===== config.mk =====
export PLATFORM = sky130hd
export DESIGN_NAME = gau_out_fifo
export DESIGN_NICKNAME = d
export VERILOG_FILES = /design/src/gaussian_blur_5x5_macros.svh /design/src/gau_pkg.sv /design/src/gau_out_fifo.sv
export SDC_FILE = /design/constraint.sdc
export NUM_CORES = 1
export LEC_CHECK = 0
export ABC_CLOCK_PERIOD_IN_PS = 1900
export BUFFER_PORTS_ARGS = -buffer_cell sky130_fd_sc_hd__buf_4
export CORE_MARGIN = 3
export CORE_UTILIZATION = 40
export DETAILED_ROUTE_END_ITERATION = 6
export GPL_TIMING_DRIVEN = 0
export HOLD_SLACK_MARGIN = 0.08
export PLACE_DENSITY = 0.57
export SLEW_MARGIN = 15
export SYNTH_ARGS = -nofsm -noshare
export SYNTH_HDL_FRONTEND = slang
export SYNTH_SLANG_ARGS = --single-unit

===== constraint.sdc =====
create_clock -name clock -period 1.9 [get_ports clock]
set_input_delay 0.57 -clock clock [delete_from_list [all_inputs] [get_ports clock]]
set_output_delay 0.57 -clock clock [all_outputs]
set_load 0.01 [all_outputs]

===== src/gaussian_blur_5x5_macros.svh =====
// Assertion macros shared by the 5x5 Gaussian blur RTL.
// Expects signals named clock and reset in the including module.
`ifndef GAUSSIAN_BLUR_5X5_MACROS_SVH
`define GAUSSIAN_BLUR_5X5_MACROS_SVH
`ifndef SYNTHESIS
`define GAU_ASSERT(lbl, prop, msg) \
   lbl: assert property (@(posedge clock) disable iff (reset) (prop)) else $error(msg);
`define GAU_ASSERT_IMPLY(lbl, ante, cons, msg) \
   lbl: assert property (@(posedge clock) disable iff (reset) (ante) |-> (cons)) \
      else $error(msg);
`define GAU_ASSERT_NEXT(lbl, ante, cons, msg) \
   lbl: assert property (@(posedge clock) disable iff (reset) (ante) |=> (cons)) \
      else $error(msg);
`else
`define GAU_ASSERT(lbl, prop, msg)
`define GAU_ASSERT_IMPLY(lbl, ante, cons, msg)
`define GAU_ASSERT_NEXT(lbl, ante, cons, msg)
`endif
`endif


===== src/gau_pkg.sv =====
// Shared types and constants of the 5x5 Gaussian blur.
// No dependencies; used by every module of the block.
package gau_pkg;

   localparam int PIX_W  = 8;
   localparam int KSIZE  = 5;
   localparam int LINES  = KSIZE - 1;
   localparam int CFG_W  = 11;
   localparam int WGT_W  = 6;
   localparam int PSUM_W = 17;
   localparam int ACC_W  = 17;

   // divide by 330: q = (acc * DIV_MUL) >> DIV_SHIFT, exact for acc <= 84150
   localparam int DIV_SHIFT = 25;
   localparam logic [ACC_W-1:0] DIV_MUL = 17'd101681;
   localparam int PROD_W = 2 * ACC_W;

   localparam int FIFO_DEPTH = 8;
   localparam int FIFO_AW    = 3;

   localparam logic [CFG_W-1:0] WIDTH_RESET  = 11'd640;
   localparam logic [CFG_W-1:0] HEIGHT_RESET = 11'd480;

   typedef enum logic [0:0] {
      REG_WIDTH  = 1'b0,
      REG_HEIGHT = 1'b1
   } reg_index_type;

   // one window column, index 0 is the oldest row
   typedef logic [KSIZE-1:0][PIX_W-1:0] pix_col_type;
   typedef logic [KSIZE-1:0][WGT_W-1:0] wgt_col_type;

   typedef struct packed {
      logic             last;
      logic [PIX_W-1:0] pixel;
   } rsp_beat_type;

   // kernel columns; each column is symmetric top to bottom
   localparam wgt_col_type KERNEL_COL [KSIZE] = '{
      '{6'd1, 6'd4,  6'd7,  6'd4,  6'd1},
      '{6'd4, 6'd20, 6'd33, 6'd20, 6'd4},
      '{6'd7, 6'd33, 6'd54, 6'd33, 6'd7},
      '{6'd4, 6'd20, 6'd33, 6'd20, 6'd4},
      '{6'd1, 6'd4,  6'd7,  6'd4,  6'd1}
   };

endpackage


===== src/gau_out_fifo.sv =====
// Small result queue between the filter pipeline and the output channel.
// Uses gau_pkg for the beat type and depth.
module gau_out_fifo (
   input  logic                  clock,
   input  logic                  reset,
   input  logic                  push,
   input  gau_pkg::rsp_beat_type push_beat,
   input  logic                  pop,
   output gau_pkg::rsp_beat_type head,
   output logic                  not_empty
);

   gau_pkg::rsp_beat_type           slot_ff [gau_pkg::FIFO_DEPTH];
   logic [gau_pkg::FIFO_AW-1:0]     wr_ptr_ff;
   logic [gau_pkg::FIFO_AW-1:0]     rd_ptr_ff;
   logic [gau_pkg::FIFO_AW:0]       count_ff;
   logic [gau_pkg::FIFO_AW:0]       count_in;

   always_ff @(posedge clock) begin
      if (push) begin
         slot_ff[wr_ptr_ff] <= push_beat;
      end
   end

   always_comb begin
      count_in = count_ff;
      if (push && !pop) begin
         count_in = count_ff + 1'b1;
      end else if (pop && !push) begin
         count_in = count_ff - 1'b1;
      end
   end

   always_ff @(posedge clock) begin
      if (reset) begin
         wr_ptr_ff <= '0;
         rd_ptr_ff <= '0;
         count_ff  <= '0;
      end else begin
         if (push) begin
            wr_ptr_ff <= wr_ptr_ff + 1'b1;
         end
         if (pop) begin
            rd_ptr_ff <= rd_ptr_ff + 1'b1;
         end
         count_ff <= count_in;
      end
   end

   assign head      = slot_ff[rd_ptr_ff];
   assign not_empty = (count_ff != '0);

endmodule


Word level (Yosys, flattened, before mapping)
Memory sizes are Yosys's and may differ from the RTL's. A register that Yosys moved wholly into a read port is not among the register bits.
Cells that the tools add are included.
{ "totals": {"ff_bits": 10, "latchBits": 0, "ramBits": 72, "romBits": 0, "input_bits": 13, "output_inout_bits": 10, "mem_count": 1} }
{ "op_classes": {"add_sub_neg": 4, "n_mul": 0, "div": 0, "n_lt_le_gt_ge": 0, "eq_ne": 0, "shifts": 0, "n_mux": 6, "bitwise": 0, "reduce_logical": 6} }
{ "mem_list": {"columns": ["name", "depth", "word_bits", "rd", "rd_ports_with_merged_regs", "wr", "line", "source"], "rows": [
  ["slot_ff", 8, 9, 1, 1, 1, "gau_out_fifo.sv:13", "gau_pkg::rsp_beat_type slot_ff [gau_pkg::FIFO_DEPTH];"]
]} }
{ "ops": {"columns": ["op", "n"], "rows": [
  ["$mux 4", 2],
  ["$add 3x1->3 const B", 2],
  ["$mux 3", 2],
  ["$add 4x1->4 const B", 1],
  ["$reduce_bool 4->1", 1],
  ["$sub 4x1->4 const B", 1],
  ["$logic_and 1x1->1", 2],
  ["$logic_not 1->1", 2],
  ["$mux 1", 2],
  ["$reduce_bool 2->1", 1]
]} }

Longest topological paths before layout
{ "depth": {"depth_word": 4, "depth_mapped": 8, "depth_no_buf": 8} }

Worst setup path after synthesis
No wires, ideal clock.
{ "synth_path": {"path_type": "input to register", "from": "input port pop", "to": "register count_ff[3] (netlist name)", "t_arrival_ps": 1874, "t_required_ps": 1779, "setup_slack_ps": -95, "stages": 8, "path_buffers": 0, "path_cell_list": "inv_1 > ha_1 > inv_1 > ha_1 > a21oi_1 > a211oi_1 > a31oi_1 > mux2_2"} }
{ "synth_between": {"elab_chain_len": 3} }
{ "synth_rtl": {"columns": ["item", "line", "source"], "rows": [
  ["start, declared", "gau_out_fifo.sv:8", "input logic pop,"],
  ["$logic_not 1->1", "gau_out_fifo.sv:27", "if (push && !pop) begin"],
  ["$logic_and 1x1->1", "gau_out_fifo.sv:27", null],
  ["$mux 4 or $reduce_bool 2->1 (tied branches)", null, null],
  ["end signal, assigned", "gau_out_fifo.sv:46", "count_ff <= count_in;"],
  ["end, declared", "gau_out_fifo.sv:16", "logic [gau_pkg::FIFO_AW:0] count_ff;"]
]} }
Several ways; a longest one is shown, not always the timed one.
A chain may end at the register's enable or synchronous reset.

==> implementation parameters <==
Parameter                              Value

Power
  Net switching component of the power ... 0.000889 W
  Power density relative to cell area ... 984 nW/µm²
  Clock power share ... 31.5%
  Register share of total power ... 53.3%
  Comb power frac ... between 10% and 20%
  Pwr Total ... 0.00401 W
  Peak supply drop ... 0.427 mV
  Leakage ... 1.41 nW
  Cell-internal power ... roughly 0.0031 W
  Switching Share ... 22.2%

Synth
  Flip-flop cell with the highest count after synthesis ... sky130_fd_sc_hd__edfxtp_1
  Mux cell area share after synthesis ... 18.2%
  Net count after synthesis ... 191
  Synth Register Bits ... 85
  Count of flip-flops with a built-in enable after synthesis ... 72
  Most frequent cells after synthesis ... sky130_fd_sc_hd__edfxtp_1, sky130_fd_sc_hd__nor2_1, sky130_fd_sc_hd__mux4_1, sky130_fd_sc_hd__dfxtp_1, sky130_fd_sc_hd__mux2_2
  Dominant cell by count in the synthesized netlist ... sky130_fd_sc_hd__edfxtp_1
  Largest family of logic cells by synthesized area ... multiplexers
  Total number of yosys warnings ... 0
  Area fraction in compound gates after synthesis ... 0.701%
  Xor/xnor share of the synthesized area ... under 10%
  Syn Std Cell Area ... between 3000 and 4000 µm²
  Fraction of the yosys area taken by sequential cells ... 71.5%
  Synth area leader ... sky130_fd_sc_hd__edfxtp_1
  Top cell type's share of synthesized area ... between 60% and 70%
  Cell types occupying the most area after synthesis ... sky130_fd_sc_hd__edfxtp_1, sky130_fd_sc_hd__mux4_1, sky130_fd_sc_hd__dfxtp_1
  Post-synthesis share of cell area spent on and, or, nand and nor gates ... 3.95%
  Average cell area after synthesis ... slightly below 20 µm²
  Adder-Cell Fraction of Synth Area ... 2.44%
  Distinct cell type count of the synthesized netlist ... 25
  Count of mapped cells out of synthesis ... 172
  Share of synthesized registers carrying an async set or reset ... 0%

Clocking
  Clock root buffer master ... sky130_fd_sc_hd__clkbuf_8
  Cts hold-fix bufs ... 0
  Skew-Pair Late Insertion Delay ... between 300 and 400 ps
  CTS tree ... done
  Clock sink count ... 85
  Maximum clock insertion buffer count ... 2
  CTS HTree Levels ... 3
  CTS Buf Count ... 9
  Clock transition at the registers of the reported paths ... 80 ps

Critical path
  Critical Path Max Stage Delay ... 490 ps
  Dominant delay contributor by cell family on the critical path ... multiplexers
  Buffers & Inverters on Critical Path ... 3
  Critical path launch point type ... register
  Cells traversed along the worst timing path ... buf_12, buf_8, mux4_2, mux2_4, buf_6
  Highest fanout seen on the critical path ... 5
  FF-to-FF path depth ... 2
  Kind of critical path ... reg2out
  Internal reg-to-reg setup slack ... 140 ps
  Arrival time worst endpoint ... between 1500 and 2000 ps
  Endpoint of the most critical register-to-register path ... slot_ff[6][5]
  Element type at the critical path end ... output pin
  Crit Reg-Reg Startpoint ... wr_ptr_ff[0]
  Req. time, crit path ... 1330 ps
  Worst path slowest cell ... sky130_fd_sc_hd__mux4_2

Placement
  DP HPWL ... 3.84 mm
  Placer Congestion ... 0.703
  Count of input and output buffers ... 22

Hold path
  Worst hold start ... push_beat[2]
  Number of cells traversed by the worst hold path ... 1
  Hold/Removal Path Class ... in2reg
  Min-Delay Endpoint ... slot_ff[7][2]

STA
  Max Clk Rate ... slightly above 0.4 GHz
  Setup TNS ... -4640 ps
  Min cycle time layout ... 2430 ps
  Final critical-path share of the clock period ... 128%
  Final Worst Setup Slack ... -529 ps
  Count of final max-slew check failures ... 0
  Measured slew at the worst slew-check pin ... 1070 ps
  Final Setup Violations ... 10
  Hold slack final ... 447 ps
  Hold Fails Final Rpt ... 0
  Max-slew headroom ... 28.7%
  Clock skew after layout ... around 13 ps
  Setup repair after global routing missed its margin ... true

Global route
  Via count of the first global-routing pass ... 1731
  Antenna violations before repair ... 0
  Wire length of the first global-routing pass ... 9.46 mm
  Largest net degree at the start of global routing ... 14
  Total Routing Usage GR ... 13.4%
  Global route total overflow ... 0

Flow run
  Number of max-cap violations ... 0

Layout
  Post-route core utilization ... 51.2%
  Synth-to-Final Area Change ... 20.3%
  Fraction of final layout cells with drive strength greater than 1 ... 42.7%
  Antenna diode count ... 0
  NumNets Final ... 234

Routing
  Remaining antenna violation count ... 0
  Vias per Instance ... 5.02
  DR pass1 iterations ... 4
  Routed wire length ... 6.04 mm
  Starting DRT DRC Count ... 56
  Average wire per cell in the routed design ... 18.7 µm
  Post-detailed-route DRC marker count ... 0
  Total via count after detailed routing ... 1618

Die
  Number of core rows ... 32
  Core Region ... between 7000 and 8000 µm²
  Number of top-level design ports ... 23
  Die X-Extent ... 98.1 µm
  Initial standard-cell utilization of the core ... 42.5%
  Die area ... roughly 9600 µm²
  Die height ... 98.1 µm

Outcome
  Status ... finished with violations
  Failing checks ... negative setup slack
per-stage QoR:
step                      std cells  setup slack, ps  instance area, µm²
final                           322             -529                4080
after detailed placement        298             -589                3730
after global routing            322             -590                4080
after floorplan                 172            -22.7                3410
after CTS                       318             -545                4030
after global placement          296             -626                3700
layer usage:
| layer | wire length [µm] | track usage, % |
|---|---|---|
| met1 | 2570 | 16.3 |
| met4 | 94 | 5.43 |
| met2 | 3160 | 23.2 |
| met3 | 218 | 3.00 |
| met5 | 0 | 0 |
worst reg2reg max path, cell delays in order, from the launching register on:
cell and delay [ps]:
sky130_fd_sc_hd__dfxtp_1 390, sky130_fd_sc_hd__nand2b_1 190, sky130_fd_sc_hd__nor2_1 810
registers in the layout (all words and copies together), names as in the netlist, named ones only:
register	count
slot_ff	72
count_ff	4
rd_ptr_ff	3
wr_ptr_ff	3
layout make-up:
class | instances | area, µm²
fill | 651 | 3890
sequential | 85 | 2430
multi-input combinational | 78 | 922
timing repair buffer | 34 | 332
clock buffer | 11 | 151
tap | 102 | 128
buffer | 5 | 55.1
clock inverter | 5 | 48.8
inverter | 2 | 7.51
cells in the final DEF, fill, tap and decap left out, drive strengths merged, types with 4 or more instances in the layout:
cell type	instances
buf	37
clkbuf	13
clkinv	4
dfxtp	13
edfxtp	72
ha	5
mux2	10
mux4	18
nand2	4
nor2	19
cell families (layout without fill, tap and decap cells):
| group | after synthesis | count (layout) |
|---|---|---|
| flops | 85 | 85 |
| mux | 31 | 31 |
| simple gates | 31 | 31 |
| buf+inv | 9 | 57 |
| fa+ha+maj | 6 | 6 |
| xor+xnor | 6 | 6 |
| compound gates | 4 | 4 |
power groups by stage:
stage                     combinational (W)  sequential, W  clock [W]
after floorplan                    0.000323        0.00216          0
after global placement             0.000468        0.00217          0
after detailed placement           0.000497        0.00217          0
after CTS                          0.000586        0.00214    0.00129
after global routing               0.000654        0.00215    0.00137
final                              0.000607        0.00214    0.00127
worst max path at each step:
stage	slack [ps]	to	depth (start not counted)	startpoint
floorplan	-20	head[7]	4	register
global placement	-630	slot_ff[4][7]	3	push
detailed placement	-590	head[7]	5	register
CTS	-540	head[6]	5	register
global route	-590	head[6]	5	register
finish	-530	head[6]	5	register
what timing repair did:
item,4_1_cts,5_1_grt
buffers inserted,5,4
resized for setup,31,5
endpoints found under the setup margin,10,20
pin swaps,0,0
gates cloned,1,0
No activity file was read; power rests on OpenSTA's default activity.
