[src/gaussian_blur_5x5_macros.svh]
// Assertion macros shared by the 5x5 Gaussian blur RTL.
// Expects signals named clock and reset in the including module.
`ifndef GAUSSIAN_BLUR_5X5_MACROS_SVH
`define GAUSSIAN_BLUR_5X5_MACROS_SVH
`ifndef SYNTHESIS
`define GAU_ASSERT(lbl, prop, msg) \
   lbl: assert property (@(posedge clock) disable iff (reset) (prop)) else $error(msg);
`define GAU_ASSERT_IMPLY(lbl, ante, cons, msg) \
   lbl: assert property (@(posedge clock) disable iff (reset) (ante) |-> (cons)) \
      else $error(msg);
`define GAU_ASSERT_NEXT(lbl, ante, cons, msg) \
   lbl: assert property (@(posedge clock) disable iff (reset) (ante) |=> (cons)) \
      else $error(msg);
`else
`define GAU_ASSERT(lbl, prop, msg)
`define GAU_ASSERT_IMPLY(lbl, ante, cons, msg)
`define GAU_ASSERT_NEXT(lbl, ante, cons, msg)
`endif
`endif

[src/gau_pkg.sv]
// Shared types and constants of the 5x5 Gaussian blur.
// No dependencies; used by every module of the block.
package gau_pkg;

   localparam int PIX_W  = 8;
   localparam int KSIZE  = 5;
   localparam int LINES  = KSIZE - 1;
   localparam int CFG_W  = 11;
   localparam int WGT_W  = 6;
   localparam int PSUM_W = 17;
   localparam int ACC_W  = 17;

   // divide by 330: q = (acc * DIV_MUL) >> DIV_SHIFT, exact for acc <= 84150
   localparam int DIV_SHIFT = 25;
   localparam logic [ACC_W-1:0] DIV_MUL = 17'd101681;
   localparam int PROD_W = 2 * ACC_W;

   localparam int FIFO_DEPTH = 8;
   localparam int FIFO_AW    = 3;

   localparam logic [CFG_W-1:0] WIDTH_RESET  = 11'd640;
   localparam logic [CFG_W-1:0] HEIGHT_RESET = 11'd480;

   typedef enum logic [0:0] {
      REG_WIDTH  = 1'b0,
      REG_HEIGHT = 1'b1
   } reg_index_type;

   // one window column, index 0 is the oldest row
   typedef logic [KSIZE-1:0][PIX_W-1:0] pix_col_type;
   typedef logic [KSIZE-1:0][WGT_W-1:0] wgt_col_type;

   typedef struct packed {
      logic             last;
      logic [PIX_W-1:0] pixel;
   } rsp_beat_type;

   // kernel columns; each column is symmetric top to bottom
   localparam wgt_col_type KERNEL_COL [KSIZE] = '{
      '{6'd1, 6'd4,  6'd7,  6'd4,  6'd1},
      '{6'd4, 6'd20, 6'd33, 6'd20, 6'd4},
      '{6'd7, 6'd33, 6'd54, 6'd33, 6'd7},
      '{6'd4, 6'd20, 6'd33, 6'd20, 6'd4},
      '{6'd1, 6'd4,  6'd7,  6'd4,  6'd1}
   };

endpackage

[src/gau_cell.sv]
// One column of the 5x5 window: holds five pixels, hands them to its left
// neighbor on each shift and keeps a registered weighted sum. Uses gau_pkg.
module gau_cell (
   input  logic                         clock,
   input  logic                         reset,
   input  logic                         shift_en,
   input  gau_pkg::pix_col_type         col_in,
   input  gau_pkg::wgt_col_type         col_weights,
   output gau_pkg::pix_col_type         col_out,
   output logic [gau_pkg::PSUM_W-1:0]   psum_out
);

   gau_pkg::pix_col_type              col_ff;
   logic [gau_pkg::PSUM_W-1:0]        psum_in;
   logic [gau_pkg::PSUM_W-1:0]        psum_ff;

   always_ff @(posedge clock) begin
      if (reset) begin
         col_ff <= '0;
      end else if (shift_en) begin
         col_ff <= col_in;
      end
   end

   always_comb begin
      psum_in = '0;
      for (int r = 0; r < gau_pkg::KSIZE; r++) begin
         psum_in = psum_in + gau_pkg::PSUM_W'(col_ff[r]) * gau_pkg::PSUM_W'(col_weights[r]);
      end
   end

   always_ff @(posedge clock) begin
      psum_ff <= psum_in;
   end

   assign col_out  = col_ff;
   assign psum_out = psum_ff;

endmodule

[config.mk]
export PLATFORM = sky130hd
export DESIGN_NAME = gau_cell
export DESIGN_NICKNAME = d
export VERILOG_FILES = /design/src/gaussian_blur_5x5_macros.svh /design/src/gau_pkg.sv /design/src/gau_cell.sv
export SDC_FILE = /design/constraint.sdc
export NUM_CORES = 1
export LEC_CHECK = 0
export ABC_AREA = 1
export BUFFER_PORTS_ARGS = -buffer_cell sky130_fd_sc_hd__buf_2
export CORE_ASPECT_RATIO = 1.2
export CORE_MARGIN = 5
export CORE_UTILIZATION = 50
export CTS_BUF_LIST = sky130_fd_sc_hd__clkbuf_8
export DETAILED_ROUTE_END_ITERATION = 8
export PLACE_DENSITY_LB_ADDON = 0.25
export SLEW_MARGIN = 20
export SYNTH_ARGS = -nofsm -noshare
export SYNTH_HDL_FRONTEND = slang
export SYNTH_SLANG_ARGS = --single-unit
[constraint.sdc]
create_clock -name clock -period 6.81 [get_ports clock]
set_input_delay 0.3405 -clock clock [delete_from_list [all_inputs] [get_ports clock]]
set_output_delay 0.3405 -clock clock [all_outputs]
set_load 0.01 [all_outputs]
* Word level (Yosys, flattened, before mapping)
Cells that the tools add are included.
Storage, ports and cells: flip-flop bits (word level) 57, bits of input ports 73, output and inout bits 57, logic and storage cells 15
Cells by class: add/subtract/negate cells 4, $mul 5
Operators with widths (number):
- $mul 8x6->14 | 5
- $add 16x14->17 | 1
- $add 17x14->17 | 1
- $add 15x14->16 | 1
- $add 14x14->15 | 1

* Depth between registers and ports, before layout
Gate-level depths: netlist of run 1.
word-level depth 5, mapped depth 28, depth with buffers taken out 27

* Worst setup path after synthesis of run 1
Ideal clock, no wire load.
path type input port to flip-flop, start input col_weights[27] (netlist bit), end register psum_ff (netlist bit psum_out[16]), library setup time 112 ps, data arrival time 5670 ps, required time 6698 ps, slack 1028 ps, stages on the path 23, buffers on the path 1, path through clkbuf_1 > nand2_1 > fa_1 > inv_1 > fa_1 > inv_1 > fa_1 > fa_1 > inv_1 > fa_1 > fa_1 > fa_1 > inv_1 > fa_1 > inv_1 > ha_1 > or2_1 > nand3_2 > nand2_2 > nand2_1 > nand2_1 > nand2_1 > nand2_1
On the way: word-level cells in the longest chain between the ends 2
Ends and longest elaborated chain:
- start, declared | line gau_cell.sv:8 | input gau_pkg::wgt_col_type col_weights,
- $mul 8x6->14 | line gau_cell.sv:28 | psum_in = psum_in + gau_pkg::PSUM_W'(col_ff[r]) * gau_pkg::PSUM_W'(col_weights[r]);
- $add 17x14->17 | line gau_cell.sv:28
- net psum_in (one bit) | line gau_cell.sv:14 | logic [gau_pkg::PSUM_W-1:0] psum_in;
- end signal, assigned | line gau_cell.sv:33 | psum_ff <= psum_in;
- end, declared | line gau_cell.sv:15 | logic [gau_pkg::PSUM_W-1:0] psum_ff;
The timed path passes the listed nets, and every way through them passes these cells. A chain may end at the register's enable or synchronous reset.

* Worst setup path in the final report of run 1
start register col_ff (netlist bit col_out[38]), end register psum_ff (netlist bit psum_out[16])
On the way: word-level cells in the longest chain between the ends 2
Ends and longest elaborated chain:
- start, declared | line gau_cell.sv:13 | gau_pkg::pix_col_type col_ff;
- start signal, assigned | line gau_cell.sv:21 | col_ff <= col_in;
- $mul 8x6->14 | line gau_cell.sv:28
- $add 17x14->17 | line gau_cell.sv:28
- net psum_in (one bit) | line gau_cell.sv:14
The timed path passes the listed nets, and every way through them passes these cells.

==> results.json, run 1 <==
{
  "status": "finished clean",
  "slew_headroom_pct": 35.14,
  "avgSynthCellArea_sq_um": 7.867,
  "clkSinkCount": 57,
  "floorplan.die_area_sq_um": 23460,
  "synth_ff_type": "dfxtp_1",
  "final_hold_viol_count": 0,
  "core-area_sq_um": 20180,
  "seq_area_frac_synth_pct": 11.14,
  "ys_warn_count": 0,
  "synth.distinct_cells": 25,
  "power_density_nw_per_um2": 313.0,
  "peakVddDrop_v": 0.0003826,
  "vias": 7899,
  "crit_fanout": 8,
  "cts_made_buffers": 9,
  "viasPerCell": 4.721,
  "yosysTopAreaCellShare_pct": 41.24,
  "gp_congestion": 0.9120,
  "skew_ns": 0.01382,
  "area_growth_pct": 9.736,
  "drtIter0Drc": 503,
  "root_buffer": "clkbuf_8",
  "cts.reportedPaths.clkPinSlew_ns": 0.09,
  "firstDrtPassIters": 5,
  "rr_startpoint": "col_out[38]",
  "fin_crit_sh_pct": 89.15,
  "wirelength_microns": 25110,
  "rsz0062_at_grt": "false",
  "final_common_cell": "inv_1",
  "reg2reg_depth": 23,
  "start_util_pct": 50.75,
  "grt-ovfl-total": 0,
  "fin_crit_ns": 6.071,
  "ys_ff_latch": 57,
  "path_class": "reg2reg",
  "syn-cell-area_sq_um": 10240,
  "clockBufferDepth": 2,
  "final_cell_mix": "430 x inv_1, 371 x nand2_1, 211 x fa_1",
  "grtUsageTotal_pct": 22.78,
  "rows": 57,
  "hold_path_class": "in2reg",
  "num_io_pins": 130,
  "grt_pass1_vias": 8414,
  "finalHoldWorstSlack_ns": 0.2036,
  "yosysTopAreaCell": "fa_1",
  "cts_tree": "yes",
  "syn-num-nets": 1678,
  "postSynthCellCount": 1302,
  "tightest_slew_ns": 0.9730,
  "layout-drive-gt1-share_pct": 12.07,
  "ff2ff_setup_slack_ns": 0.74,
  "maxCapViolCount": 0,
  "slew_viol_final": 0,
  "wl_per_cell_microns": 15.01,
  "fillCellCount": 1924,
  "endpoint": "psum_out[16]",
  "critPathArrivalTime_ns": 6.33,
  "leakage_nw": 7.157,
  "rr_endpoint": "psum_out[16]",
  "setup_violations": 0,
  "synth_edf_count": 0,
  "clk_latency_ns": 0.37,
  "critPathLaunchType": "flip-flop",
  "dieHeight_microns": 166.8,
  "cp-end-kind": "flip-flop",
  "cp.required_ns": 7.07,
  "synth_area_leaders": "fa_1 41%, inv_1 16%, nand2_1 14%",
  "cts_max_level": 3,
  "fmax_ghz": 0.1647,
  "post-cts-setup-buffers": 0,
  "post-dp-hpwl_microns": 21460,
  "antennaDiodeCount": 0,
  "nNetsFinal": 1779,
  "die_w_microns": 140.7,
  "antenna_left": 0,
  "critical_path.startpoint": "col_out[38]",
  "cts_resized": 0,
  "grt_start_max_net_pins": 42,
  "grt_pass1_wl_microns": 42230,
  "route.detailed.drc": 0,
  "antenna_found_initial": 0,
  "io_buffers": 129,
  "fin_setup_tns_ns": 0,
  "holdBufCountCts": 0,
  "async_flop_share_pct": 0
}
-- worst min-delay path by stage --
stage / from / end / slack [ns] / cells past startpoint
floorplan: col_in[39] / col_out[39] / 0.48 / 2
global placement: col_out[33] / col_out[33] / 0.55 / 2
detailed placement: col_out[33] / col_out[33] / 0.58 / 2
CTS: col_in[39] / col_out[39] / 0.18 / 3
global route: col_in[39] / col_out[39] / 0.19 / 3
finish: col_in[39] / col_out[39] / 0.20 / 3
-- cell usage after synthesis (3+ instances only) --
cell type / n
nand2_1: 371
ha_1: 92
a21oi_1: 45
buf_2: 9
nand3_1: 6
dfxtp_1: 57
xnor2_1: 4
fa_1: 211
nor2_2: 4
inv_2: 6
inv_1: 429
nand4_1: 3
nor2_1: 12
xor2_1: 3
nand2_2: 6
clkbuf_1: 34
-- power by group --
part / internal (mW) / switching, mW / leakage (nW)
Combinational: 1.08 / 1.67 / 6.60
Sequential: 0.422 / 0.0455 / 0.472
Clock: 0.128 / 0.171 / 0.0860
Total: 1.63 / 1.89 / 7.16
-- per-layer routing --
layer	vias up	global-route usage (%)	wire, microns
met1	3841	30.43	10410
met5	-	0	0
met2	229	38.67	12680
li1	3798	-	-
met3	31	3.757	1504
met4	0	5.900	511
-- kinds of logic (layout without fill, tap and decap cells) --
kind of cell             count (synthesis)  count (layout)  share of synthesized area (%)
flip-flops                              57              57                          11.14
XOR/XNOR                                 7               7                         0.5986
AO/OA/AOI/OAI                           48              48                          2.443
AND/OR/NAND/NOR                        408             408                          15.67
adder cells (fa/ha/maj)                303             303                          52.48
buffers and inverters                  479             585                          17.66
-- sequential cells by signal, summed over array words and instances, names as in the netlist --
register  flops
psum_out     17
col_out      40
-- stage by stage --
stage                     setup slack [ns]  utilization [%]  power [mW]  instance area (sq um)  instances
after global placement              0.7316            54.88       3.226                  11080       1657
after CTS                           0.7368            55.69       3.570                  11240       1673
after global routing                0.4498            55.69       3.937                  11240       1673
final                               0.7386            55.69       3.517                  11240       1673
after detailed placement            0.7538            54.88       3.252                  11080       1657
after floorplan                      1.028                -       2.584                  10240       1302
-- worst max-delay path, stage by stage, from the launching register on --
cell	delay, ns
dfxtp_1	0.59
nand2_1	0.14
fa_1	0.55
inv_1	0.05
fa_1	0.49
inv_1	0.07
fa_1	0.53
inv_1	0.05
fa_1	0.48
fa_1	0.58
fa_1	0.43
fa_1	0.50
inv_1	0.05
fa_1	0.47
inv_1	0.04
ha_1	0.33
nand2_1	0.08
nand2_1	0.06
nand2_1	0.07
nand2_1	0.06
a21oi_1	0.17
nand2_1	0.07
nand2_1	0.06
nand2_1	0.04
-- layout make-up --
| class | instances | area [sq um] | share of cell area [%] |
|---|---|---|---|
| Multi-Input combinational cell | 766 | 7292 | 64.88 |
| Sequential cell | 57 | 1141 | 10.15 |
| Timing Repair Buffer | 133 | 675.6 | 6.011 |
| Tap cell | 265 | 331.6 | 2.950 |
| Clock inverter | 7 | 38.79 | 0.3451 |
| Clock buffer | 9 | 123.9 | 1.102 |
| Inverter | 436 | 1637 | 14.56 |
Power figures use the tool's default switching activity.
==> run 2, diff against run 1 <==
--- a/config.mk
+++ b/config.mk
@@ -9,7 +9,7 @@
 export BUFFER_PORTS_ARGS = -buffer_cell sky130_fd_sc_hd__buf_2
 export CORE_ASPECT_RATIO = 1.2
 export CORE_MARGIN = 5
-export CORE_UTILIZATION = 50
+export CORE_UTILIZATION = 30
 export CTS_BUF_LIST = sky130_fd_sc_hd__clkbuf_8
 export DETAILED_ROUTE_END_ITERATION = 8
 export PLACE_DENSITY_LB_ADDON = 0.25
==> run 2 against run 1 <==
Compared with the run above: sequential power about the same; sequential share of layout area is 0.23 points lower; combinational power about the same; wire length increased by 5.8%; worst setup slack lost 0.026 ns; clock power up 11%; utilization decreased by 22 points; critical endpoint is now psum_out[14].
==> results.json, run 2 (synthesized netlist as in run 1, its figures left out) <==
{
  "gp_congestion": 0.8342,
  "cts.reportedPaths.clkPinSlew_ns": 0.09,
  "fin_setup_tns_ns": 0,
  "io_buffers": 129,
  "firstDrtPassIters": 5,
  "fin_crit_sh_pct": 89.53,
  "nNetsFinal": 1779,
  "final_cell_mix": "429 x inv_1, 371 x nand2_1, 211 x fa_1",
  "layout-drive-gt1-share_pct": 12.08,
  "hold_depth": 3,
  "slew_viol_final": 0,
  "critPathArrivalTime_ns": 6.38,
  "p_sw_share_pct": 53.00,
  "design_area_sq_um": 11500,
  "path_depth": 20,
  "post-dp-hpwl_microns": 23100,
  "clkSinkCount": 57,
  "cp_slowest_stage_delay_ns": 0.63,
  "root_buffer": "clkbuf_8",
  "cts_resized": 0,
  "die_w_microns": 178.7,
  "grt-ovfl-total": 0,
  "clockBufferDepth": 2,
  "holdBufCountCts": 0,
  "grt_pass1_wl_microns": 43430,
  "crit_fanout": 8,
  "setup_violations": 0,
  "cts_max_level": 3,
  "status": "finished clean",
  "reg2reg_depth": 20,
  "fin_crit_ns": 6.097,
  "hold_path_class": "in2reg",
  "dieHeight_microns": 212.4,
  "cts_tree": "yes",
  "rsz0062_at_grt": "false",
  "leakage_nw": 7.162,
  "power_mw": 3.582,
  "slew_headroom_pct": 34.58,
  "vias": 7699,
  "wirelength_microns": 26570,
  "cp_cell_sequence": "nand2_1 > inv_1 > fa_1 > fa_1 > inv_1 > fa_1 > fa_1 > inv_1 > fa_1 > fa_1 > fa_1 > inv_1 > fa_1 > inv_1 > ha_1 > nor2_1 > a21oi_2 > nand3_1 > nand4_1 > nand2_1",
  "antennaDiodeCount": 0,
  "floorplan.die_area_sq_um": 37950,
  "multiInputGateArea_sq_um": 7292,
  "num_io_pins": 130,
  "power_density_nw_per_um2": 311.5,
  "clock_power_share_pct": 9.3,
  "maxCapViolCount": 0,
  "register_area_sq_um": 1141,
  "cts_made_buffers": 9,
  "skew_ns": 0.02265,
  "power.switching_mw": 1.898,
  "placed_cells": 1848,
  "tightest_slew_ns": 0.9813,
  "drtIter0Drc": 366,
  "clk_latency_ns": 0.41,
  "internal-power_mw": 1.684,
  "post-cts-setup-buffers": 0,
  "largest_reg_flops": 40,
  "grtUsageTotal_pct": 15.06,
  "fmax_ghz": 0.1640,
  "area_growth_pct": 12.28,
  "antenna_found_initial": 1,
  "rows": 74,
  "crit_family": "adder cells",
  "grt_start_max_net_pins": 42,
  "grt_pass1_vias": 8135,
  "peakVddDrop_v": 0.0003460,
  "final_common_cell": "inv_1",
  "cp-end-kind": "flip-flop",
  "seqPwrFrac_pct": 13.0,
  "core-area_sq_um": 33890,
  "crit_path_frequent_cell": "fa_1",
  "path_class": "reg2reg",
  "layoutNonFillerInstCount": 1863,
  "antenna_left": 0,
  "cp.required_ns": 7.09,
  "final_hold_viol_count": 0,
  "ff2ff_setup_slack_ns": 0.71,
  "route.detailed.drc": 0,
  "cpMaxStageDelayCell": "dfxtp_1",
  "start_util_pct": 30.22,
  "comb_power_share_pct": 77.7,
  "wl_per_cell_microns": 14.26,
  "fillCellCount": 3664,
  "crit_buf_inv": 5,
  "critPathLaunchType": "flip-flop",
  "viasPerCell": 4.133,
  "postPlaceCellArea_sq_um": 11320
}
## run 2: power groups by stage
stage | clock network (mW) | registers, mW | logic, mW
after floorplan | 0 | 0.490 | 2.09
after global placement | 0 | 0.475 | 2.85
after detailed placement | 0 | 0.476 | 2.86
after CTS | 0.352 | 0.468 | 2.88
after global routing | 0.363 | 0.473 | 3.23
final | 0.333 | 0.467 | 2.78
## run 2: worst min-delay path: cells and delay by family
kind	cells	cell delay, ns
AND/OR/NAND/NOR	1	0.05
AO/OA/AOI/OAI	1	0.06
buffers and inverters	1	0.09
## run 2: path summary, 6_finish.rpt
path	start	end
hold / removal	col_in[15]	col_out[15]
setup reg to reg	col_out[37]	psum_out[14]
hold reg to reg	col_out[15]	col_out[15]
setup / recovery	col_out[37]	psum_out[14]
## run 2: per-stage QoR
step                hold slack [ns]  worst slack [ns]  utilization [%]
floorplan                    0.4810             1.028                -
global placement             0.5832            0.6549            33.39
detailed placement           0.5901            0.7000            33.39
CTS                          0.1284            0.6545            33.94
global route                 0.1481            0.3542            33.94
finish                       0.1687            0.7128            33.94
## run 2: area by class of cell
| cell class | count | share of cell area [%] |
|---|---|---|
| well taps | 456 | 4.961 |
| inverters | 436 | 14.23 |
| multi-input cells | 766 | 63.41 |
| repair buffers | 133 | 5.875 |
| flip-flops and latches | 57 | 9.923 |
| clock inverters | 6 | 0.5222 |
| clock buffers | 9 | 1.077 |
## run 2: routing by layer
layer / global-route usage (%) / share of wire [%]
met2: 26.27 / 52
met3: 2.650 / 4.6
met1: 19.47 / 42
met4: 3.495 / 1.4
met5: 0 / 0.026
